## src/rtl/tlb_pkg.sv

```systemverilog
`default_nettype none

package tlb_pkg;

    localparam int IDX_W   = 4;
    localparam int PT_W    = 17;
    localparam int OUT_W   = 21;
    localparam int ORDER_W = 2;
    localparam int ADDR_W  = 2;
    localparam int DATA_W  = 32;

    localparam int OUT_MAX = 1048575;
    localparam int OUT_MIN = -1048576;

    localparam logic [ADDR_W-1:0] REG_BASIS_ORDER = 2'd0;

    localparam logic [ORDER_W-1:0] ORDER_LINEAR = 2'd1;
    localparam logic [ORDER_W-1:0] ORDER_QUAD   = 2'd2;

    // local node numbering: vertices, then edge midpoints
    localparam logic [IDX_W-1:0] NODE_V0  = 4'd0;
    localparam logic [IDX_W-1:0] NODE_V1  = 4'd1;
    localparam logic [IDX_W-1:0] NODE_V2  = 4'd2;
    localparam logic [IDX_W-1:0] NODE_V3  = 4'd3;
    localparam logic [IDX_W-1:0] NODE_E01 = 4'd4;
    localparam logic [IDX_W-1:0] NODE_E12 = 4'd5;
    localparam logic [IDX_W-1:0] NODE_E20 = 4'd6;
    localparam logic [IDX_W-1:0] NODE_E03 = 4'd7;
    localparam logic [IDX_W-1:0] NODE_E13 = 4'd8;
    localparam logic [IDX_W-1:0] NODE_E23 = 4'd9;

endpackage

`default_nettype wire

```

## src/rtl/tet_lagrange_basis_eval_unit.sv

```systemverilog
// Evaluates one Lagrange shape function (linear or quadratic order) of the
// reference tetrahedron and its three partial derivatives at a point. One
// beat can enter every cycle while the output is not held back; a result
// passes through four register stages in turn (input capture, operand and
// gradient build, one signed multiply, floor and saturate). Back-pressure on
// the output only holds beats in place; the input side stays ready while any
// stage is empty. The order register is written over the APB-style port at
// offset 0 and should only change while no beats are in flight.
`default_nettype none

module tet_lagrange_basis_eval_unit #(
    parameter int FRAC_BITS = 16
) (
    input  wire                              i_clk,
    input  wire                              i_rst_n,
    input  wire                              psel,
    input  wire                              penable,
    input  wire                              pwrite,
    input  wire  [tlb_pkg::ADDR_W-1:0]       paddr,
    input  wire  [tlb_pkg::DATA_W-1:0]       pwdata,
    output logic [tlb_pkg::DATA_W-1:0]       prdata,
    output logic                             pready,
    input  wire                              i_in_valid,
    output logic                             o_in_ready,
    input  wire  [tlb_pkg::IDX_W-1:0]        i_basis_index,
    input  wire  [tlb_pkg::PT_W-1:0]         i_point_x,
    input  wire  [tlb_pkg::PT_W-1:0]         i_point_y,
    input  wire  [tlb_pkg::PT_W-1:0]         i_point_z,
    output logic                             o_out_valid,
    input  wire                              i_out_ready,
    output logic signed [tlb_pkg::OUT_W-1:0] o_basis_value,
    output logic signed [tlb_pkg::OUT_W-1:0] o_grad_x,
    output logic signed [tlb_pkg::OUT_W-1:0] o_grad_y,
    output logic signed [tlb_pkg::OUT_W-1:0] o_grad_z,
    output logic                             o_index_error
);
    import tlb_pkg::*;

    localparam int AW = ((FRAC_BITS > 19) ? FRAC_BITS : 19) + 5;
    localparam int PW = 2 * AW;
    localparam logic signed [AW-1:0] ONE_FX = AW'(1 << FRAC_BITS);
    localparam logic signed [PW-1:0] SAT_HI = PW'(OUT_MAX);
    localparam logic signed [PW-1:0] SAT_LO = PW'(OUT_MIN);

    function automatic logic signed [OUT_W-1:0] sat(input logic signed [PW-1:0] v);
        logic signed [OUT_W-1:0] r;
        if (v > SAT_HI) begin
            r = OUT_W'(OUT_MAX);
        end else if (v < SAT_LO) begin
            r = OUT_W'(OUT_MIN);
        end else begin
            r = v[OUT_W-1:0];
        end
        return r;
    endfunction

    // config register
    logic [ORDER_W-1:0] r_order;

    always_ff @(posedge i_clk) begin
        if (!i_rst_n) begin
            r_order <= ORDER_LINEAR;
        end else if (psel && penable && pwrite && paddr == REG_BASIS_ORDER) begin
            r_order <= pwdata[ORDER_W-1:0];
        end
    end

    assign pready = 1'b1;
    assign prdata = (paddr == REG_BASIS_ORDER) ? DATA_W'(r_order) : '0;

    // stage valids and ready chain
    logic r_v1, r_v2, r_v3, r_v4;
    logic w_rdy1, w_rdy2, w_rdy3, w_rdy4;

    assign w_rdy4 = !r_v4 || i_out_ready;
    assign w_rdy3 = !r_v3 || w_rdy4;
    assign w_rdy2 = !r_v2 || w_rdy3;
    assign w_rdy1 = !r_v1 || w_rdy2;
    assign o_in_ready = w_rdy1;

    always_ff @(posedge i_clk) begin
        if (!i_rst_n) begin
            r_v1 <= 1'b0;
            r_v2 <= 1'b0;
            r_v3 <= 1'b0;
            r_v4 <= 1'b0;
        end else begin
            if (w_rdy1) begin
                r_v1 <= i_in_valid;
            end
            if (w_rdy2) begin
                r_v2 <= r_v1;
            end
            if (w_rdy3) begin
                r_v3 <= r_v2;
            end
            if (w_rdy4) begin
                r_v4 <= r_v3;
            end
        end
    end

    // stage 1: capture
    logic [IDX_W-1:0] r_idx1;
    logic [PT_W-1:0]  r_x1, r_y1, r_z1;

    always_ff @(posedge i_clk) begin
        if (w_rdy1) begin
            r_idx1 <= i_basis_index;
            r_x1   <= i_point_x;
            r_y1   <= i_point_y;
            r_z1   <= i_point_z;
        end
    end

    // stage 2: operands and gradients
    logic signed [AW-1:0] w_x, w_y, w_z, w_s, w_l;
    logic signed [AW-1:0] n_a2, n_b2, w_gx, w_gy, w_gz;
    logic                 n_err2;

    assign w_x = $signed({{(AW-PT_W){1'b0}}, r_x1});
    assign w_y = $signed({{(AW-PT_W){1'b0}}, r_y1});
    assign w_z = $signed({{(AW-PT_W){1'b0}}, r_z1});
    assign w_s = w_x + w_y + w_z;
    assign w_l = ONE_FX - w_s;

    always_comb begin
        n_a2   = '0;
        n_b2   = ONE_FX;
        w_gx   = '0;
        w_gy   = '0;
        w_gz   = '0;
        n_err2 = 1'b0;
        if (r_order == ORDER_QUAD) begin
            case (r_idx1)
                NODE_V0: begin
                    n_a2 = ONE_FX - (w_s <<< 1);
                    n_b2 = w_l;
                    w_gx = (w_s <<< 2) - (ONE_FX <<< 1) - ONE_FX;
                    w_gy = w_gx;
                    w_gz = w_gx;
                end
                NODE_V1: begin
                    n_a2 = (w_x <<< 1) - ONE_FX;
                    n_b2 = w_x;
                    w_gx = (w_x <<< 2) - ONE_FX;
                end
                NODE_V2: begin
                    n_a2 = (w_y <<< 1) - ONE_FX;
                    n_b2 = w_y;
                    w_gy = (w_y <<< 2) - ONE_FX;
                end
                NODE_V3: begin
                    n_a2 = (w_z <<< 1) - ONE_FX;
                    n_b2 = w_z;
                    w_gz = (w_z <<< 2) - ONE_FX;
                end
                NODE_E01: begin
                    n_a2 = w_x <<< 2;
                    n_b2 = w_l;
                    w_gx = (ONE_FX <<< 2) - (w_x <<< 3) - (w_y <<< 2) - (w_z <<< 2);
                    w_gy = -(w_x <<< 2);
                    w_gz = -(w_x <<< 2);
                end
                NODE_E12: begin
                    n_a2 = w_x <<< 2;
                    n_b2 = w_y;
                    w_gx = w_y <<< 2;
                    w_gy = w_x <<< 2;
                end
                NODE_E20: begin
                    n_a2 = w_l <<< 2;
                    n_b2 = w_y;
                    w_gx = -(w_y <<< 2);
                    w_gy = (ONE_FX <<< 2) - (w_y <<< 3) - (w_x <<< 2) - (w_z <<< 2);
                    w_gz = -(w_y <<< 2);
                end
                NODE_E03: begin
                    n_a2 = w_l <<< 2;
                    n_b2 = w_z;
                    w_gx = -(w_z <<< 2);
                    w_gy = -(w_z <<< 2);
                    w_gz = (ONE_FX <<< 2) - (w_z <<< 3) - (w_x <<< 2) - (w_y <<< 2);
                end
                NODE_E13: begin
                    n_a2 = w_x <<< 2;
                    n_b2 = w_z;
                    w_gx = w_z <<< 2;
                    w_gz = w_x <<< 2;
                end
                NODE_E23: begin
                    n_a2 = w_y <<< 2;
                    n_b2 = w_z;
                    w_gy = w_z <<< 2;
                    w_gz = w_y <<< 2;
                end
                default: begin
                    n_err2 = 1'b1;
                end
            endcase
        end else begin
            // linear: value passes through the multiplier times one
            case (r_idx1)
                NODE_V0: begin
                    n_a2 = w_l;
                    w_gx = -ONE_FX;
                    w_gy = -ONE_FX;
                    w_gz = -ONE_FX;
                end
                NODE_V1: begin
                    n_a2 = w_x;
                    w_gx = ONE_FX;
                end
                NODE_V2: begin
                    n_a2 = w_y;
                    w_gy = ONE_FX;
                end
                NODE_V3: begin
                    n_a2 = w_z;
                    w_gz = ONE_FX;
                end
                default: begin
                    n_err2 = 1'b1;
                end
            endcase
        end
    end

    logic signed [AW-1:0]    r_a2, r_b2;
    logic signed [OUT_W-1:0] r_gx2, r_gy2, r_gz2;
    logic                    r_err2;

    always_ff @(posedge i_clk) begin
        if (w_rdy2) begin
            r_a2   <= n_a2;
            r_b2   <= n_b2;
            r_gx2  <= sat(PW'(w_gx));
            r_gy2  <= sat(PW'(w_gy));
            r_gz2  <= sat(PW'(w_gz));
            r_err2 <= n_err2;
        end
    end

    // stage 3: product
    logic signed [PW-1:0]    r_p3;
    logic signed [OUT_W-1:0] r_gx3, r_gy3, r_gz3;
    logic                    r_err3;

    always_ff @(posedge i_clk) begin
        if (w_rdy3) begin
            r_p3   <= PW'(r_a2) * PW'(r_b2);
            r_gx3  <= r_gx2;
            r_gy3  <= r_gy2;
            r_gz3  <= r_gz2;
            r_err3 <= r_err2;
        end
    end

    // stage 4: floor to FRAC_BITS, saturate, zero on index error
    logic signed [PW-1:0] w_q;

    assign w_q = r_p3 >>> FRAC_BITS;

    logic signed [OUT_W-1:0] r_val4, r_gx4, r_gy4, r_gz4;
    logic                    r_err4;

    always_ff @(posedge i_clk) begin
        if (w_rdy4) begin
            r_val4 <= r_err3 ? '0 : sat(w_q);
            r_gx4  <= r_err3 ? '0 : r_gx3;
            r_gy4  <= r_err3 ? '0 : r_gy3;
            r_gz4  <= r_err3 ? '0 : r_gz3;
            r_err4 <= r_err3;
        end
    end

    assign o_out_valid   = r_v4;
    assign o_basis_value = r_val4;
    assign o_grad_x      = r_gx4;
    assign o_grad_y      = r_gy4;
    assign o_grad_z      = r_gz4;
    assign o_index_error = r_err4;

`ifndef SYNTH
    a_err_zero: assert property (@(posedge i_clk) disable iff (!i_rst_n)
        o_out_valid && o_index_error |->
            o_basis_value == '0 && o_grad_x == '0 && o_grad_y == '0 && o_grad_z == '0)
        else $error("error beat carries nonzero fields");

    a_stall_source: assert property (@(posedge i_clk) disable iff (!i_rst_n)
        !o_in_ready |-> o_out_valid && !i_out_ready)
        else $error("input stalled without output back-pressure");

    a_reset_empty: assert property (@(posedge i_clk)
        $past(!i_rst_n) |-> !o_out_valid)
        else $error("output valid right after reset");

    a_no_gap_fill: assert property (@(posedge i_clk) disable iff (!i_rst_n)
        !r_v3 && !r_v2 && !r_v1 && !o_out_valid |=> !o_out_valid)
        else $error("output beat from empty pipeline");
`endif

endmodule

`default_nettype wire

```

## config.mk

```make
export PLATFORM = sky130hd
export DESIGN_NAME = tet_lagrange_basis_eval_unit
export DESIGN_NICKNAME = d
export VERILOG_FILES = /design/src/rtl/tlb_pkg.sv /design/src/rtl/tet_lagrange_basis_eval_unit.sv
export SDC_FILE = /design/constraint.sdc
export NUM_CORES = 2
export LEC_CHECK = 0
export BUFFER_PORTS_ARGS = -buffer_cell sky130_fd_sc_hd__buf_2
export CORE_MARGIN = 1.5
export CORE_UTILIZATION = 64
export CTS_CLUSTER_DIAMETER = 200
export CTS_CLUSTER_SIZE = 16
export DETAILED_ROUTE_END_ITERATION = 16
export PLACE_DENSITY = 0.83
export SYNTH_ARGS = -nofsm -noshare
export SYNTH_HDL_FRONTEND = slang
export SYNTH_SLANG_ARGS = --single-unit
```

## constraint.sdc

```tcl
create_clock -name i_clk -period 10.7 [get_ports i_clk]
set_clock_uncertainty 0.2 [all_clocks]
set_input_delay 0.535 -clock i_clk [delete_from_list [all_inputs] [get_ports i_clk]]
set_output_delay 0.535 -clock i_clk [all_outputs]
set_load 0.02 [all_outputs]
```

==> impl_metrics.py <==
metrics = {
    "outcome": {
        "status": "finished clean",
    },
    "synthesis": {
        "synth_top_cell_area_share": 0.3064,
        "yosysTopAreaCell": "fa_1",
        "yosys_warnings": 0,
        "ys_top_cells_by_area": "fa_1, edfxtp_1, ha_1",
        "synth-async-reset-ratio": 0,
        "ys_types": 107,
        "synth_seq_cells": 339,
        "netlist_area_um2": 41300,
        "synth-edff-count": 333,
        "netlist_instances": 4137,
        "ys_seq_area_frac": 0.2450,
        "synthFlopType": "edfxtp_1",
        "syn_area_per_cell_um2": 9.982,
    },
    "detailed_routing": {
        "detail_route.first_pass.iterations": 14,
        "num_vias": 31010,
        "drc": 0,
        "drt_iter0_markers": 4100,
        "wirelength_um": 114400,
        "vias_per_cell": 6.123,
        "ant_nets": 0,
        "wire_per_inst_um": 22.60,
    },
    "worst_setup_path": {
        "worstSetupPathType": "flop to flop",
        "start_kind": "flop",
        "crit_arrival_ps": 8660,
        "cp-startpoint": "r_a2[22]",
        "critPathCaptureType": "flop",
        "crit_fanout": 21,
        "critPathRequiredTime_ps": 10870,
        "r2r_start": "r_a2[22]",
    },
    "die": {
        "ios": 216,
        "start_util": 0.6511,
        "die_w_um": 257.0,
        "die_h_um": 257.0,
        "row_count": 92,
        "die-area_um2": 66060,
        "core_area_um2": 63430,
    },
    "clocking": {
        "cts_tree": "done",
        "clockRootBuffer": "clkbuf_16",
        "cts_made_buffers": 25,
        "htree_levels": 1,
        "clk_pin_slew_ps": 90,
        "cts.sinks": 339,
        "clockBufferDepth": 3,
        "clock_latency_ps": 620,
    },
    "sta": {
        "fin_tns_setup_ps": 0,
        "tightestPinTransition_ps": 1214,
        "slew_headroom": 0.1819,
        "fin_crit_sh": 0.7930,
        "fmax_mhz": 117.9,
        "fin_crit_ps": 8485,
        "setup_violations": 0,
        "hold_viol_final": 0,
        "final-max-slew-violation-count": 0,
        "rsz0062_at_grt": "false",
    },
    "placement": {
        "dp_hpwl_um": 87000,
        "routabilityCongestion": 1.031,
        "io_buffers": 154,
    },
    "finish": {
        "final_cell_mix": "inv_1, fa_1, nand2_1",
        "syn2layout_area_growth_pct": 6.141,
        "drive_gt1_frac": 0.07114,
        "final_common_cell": "inv_1",
        "postLayoutCoreUtil": 0.6911,
        "fin_nets": 5165,
    },
    "grt": {
        "grt_pass1_wl_um": 179700,
        "first_global_vias": 31880,
        "grt_use_met1": 0.4810,
        "overflow": 0,
        "grt_usage": 0.3557,
        "met2_usage": 0.5505,
        "antenna_found_initial": 3,
        "grt_start_max_net_pins": 83,
        "grt.busiest_layer": "met2",
        "grt_use_met3": 0.09131,
    },
    "job": {
        "cap_violations": 0,
    },
    "power": {
        "ir_drop_v": 0.0001520,
        "powerDensity_nw_per_um2": 84.89,
        "leakage_uw": 0.02126,
    },
    "worst_hold_path": {
        "hp-start": "pwdata[1]",
        "hp-class": "primary input to flop",
    },
}
[timing repair]
item	in CTS	in global routing
resized for setup	0	0
buffers inserted	0	0
endpoints found under the hold margin	57	0
hold buffers	58	0
[cells by family after synthesis]
kind of cell	Yosys count	share of synthesized area
and+or+nand+nor	1142	0.1362
buffers and inverters	992	0.09516
other	2	0.0001819
AOI/OAI and AO/OA	611	0.1032
muxes	22	0.007938
DFF	339	0.2450
adders and majority gates	864	0.3767
xor gates and xnor gates	165	0.03563
[layer usage]
layer / wire, um / vias to the layer above
li1: - / 13500
met1: 43600 / 15320
met2: 51720 / 1809
met3: 13530 / 376
met4: 5577 / 0
met5: 0 / -
[through the flow]
step / instances / hold slack, ps / instance area, um2 / setup WS [ps] / total power [uW]
after floorplan: 4166 / 200.3 / 41410 / 3173 / 2437
after global placement: 4966 / 200.2 / 42540 / 2380 / 2741
after detailed placement: 4966 / 204.5 / 42540 / 2250 / 2758
after CTS: 5063 / 14.26 / 43830 / 2246 / 3688
after global routing: 5063 / 12.49 / 43830 / 1732 / 3874
final: 5064 / 23.09 / 43830 / 2215 / 3721
[critical path: stages (launching register included)]
cell	delay (ps)
edfxtp_1	820
nand2_1	210
inv_1	160
fa_1	590
fa_1	880
inv_1	210
fa_1	520
inv_1	50
fa_1	560
fa_1	460
fa_1	550
inv_1	50
fa_1	520
inv_1	40
ha_1	330
inv_1	90
o21bai_1	80
a21oi_1	180
o21ai_0	100
a31oi_1	340
nand2_1	190
a21oi_1	280
nor2b_1	110
o41a_1	380
a21o_1	210
xor2_1	130
[cell usage after synthesis, types with 12 or more instances]
cell / count
a211oi_1: 27
a21o_1: 41
a21oi_1: 130
a221oi_1: 19
a222oi_1: 50
a22oi_1: 18
a31oi_1: 16
and2_1: 222
and3_1: 17
buf_4: 35
clkbuf_1: 184
edfxtp_1: 333
fa_1: 632
ha_1: 232
inv_1: 745
nand2_1: 408
nand2b_1: 29
nand3_1: 43
nand4_1: 20
nor2_1: 207
nor2b_1: 78
nor3_1: 47
nor4_1: 15
o211ai_1: 24
o21a_1: 15
o21ai_0: 138
o22ai_1: 14
o31ai_1: 22
or3_1: 12
xnor2_1: 105
xor2_1: 58
[registers in the layout, indices dropped and copies added, names as in the netlist, 2 cells and up]
name and cells:
o_basis_value 21, o_grad_x 20, o_grad_y 20, o_grad_z 20
r_a2 22, r_b2 20, r_gx2 20, r_gx3 20
r_gy2 20, r_gy3 20, r_gz2 20, r_gz3 20
r_idx1 4, r_order 2, r_p3 32, r_x1 17
r_y1 17, r_z1 17
[layout make-up]
class	instances	area, um2
multi-input combinational	2835	27450
antenna	1	2.502
clock inverter	3	40.04
clock buffer	36	666.9
inverter	747	2808
fill	4697	19590
sequential	339	10120
timing repair buffer	257	1689
tap	846	1059
[where the power goes]
group	internal (uW)	switching, uW
combinational	455	766
clock	435	493
sequential	1490	84.7
total	2380	1340
[worst paths after layout]
check                           cells past startpoint         end  slack [ps]
worst max-delay path                               25    r_p3[44]        2220
worst min-delay path                                3  r_order[1]          20
worst max register to register                     25    r_p3[44]        2220
worst min register to register                      0    r_gx3[8]         220
Note: power is estimated with default switching activity, not from simulation.
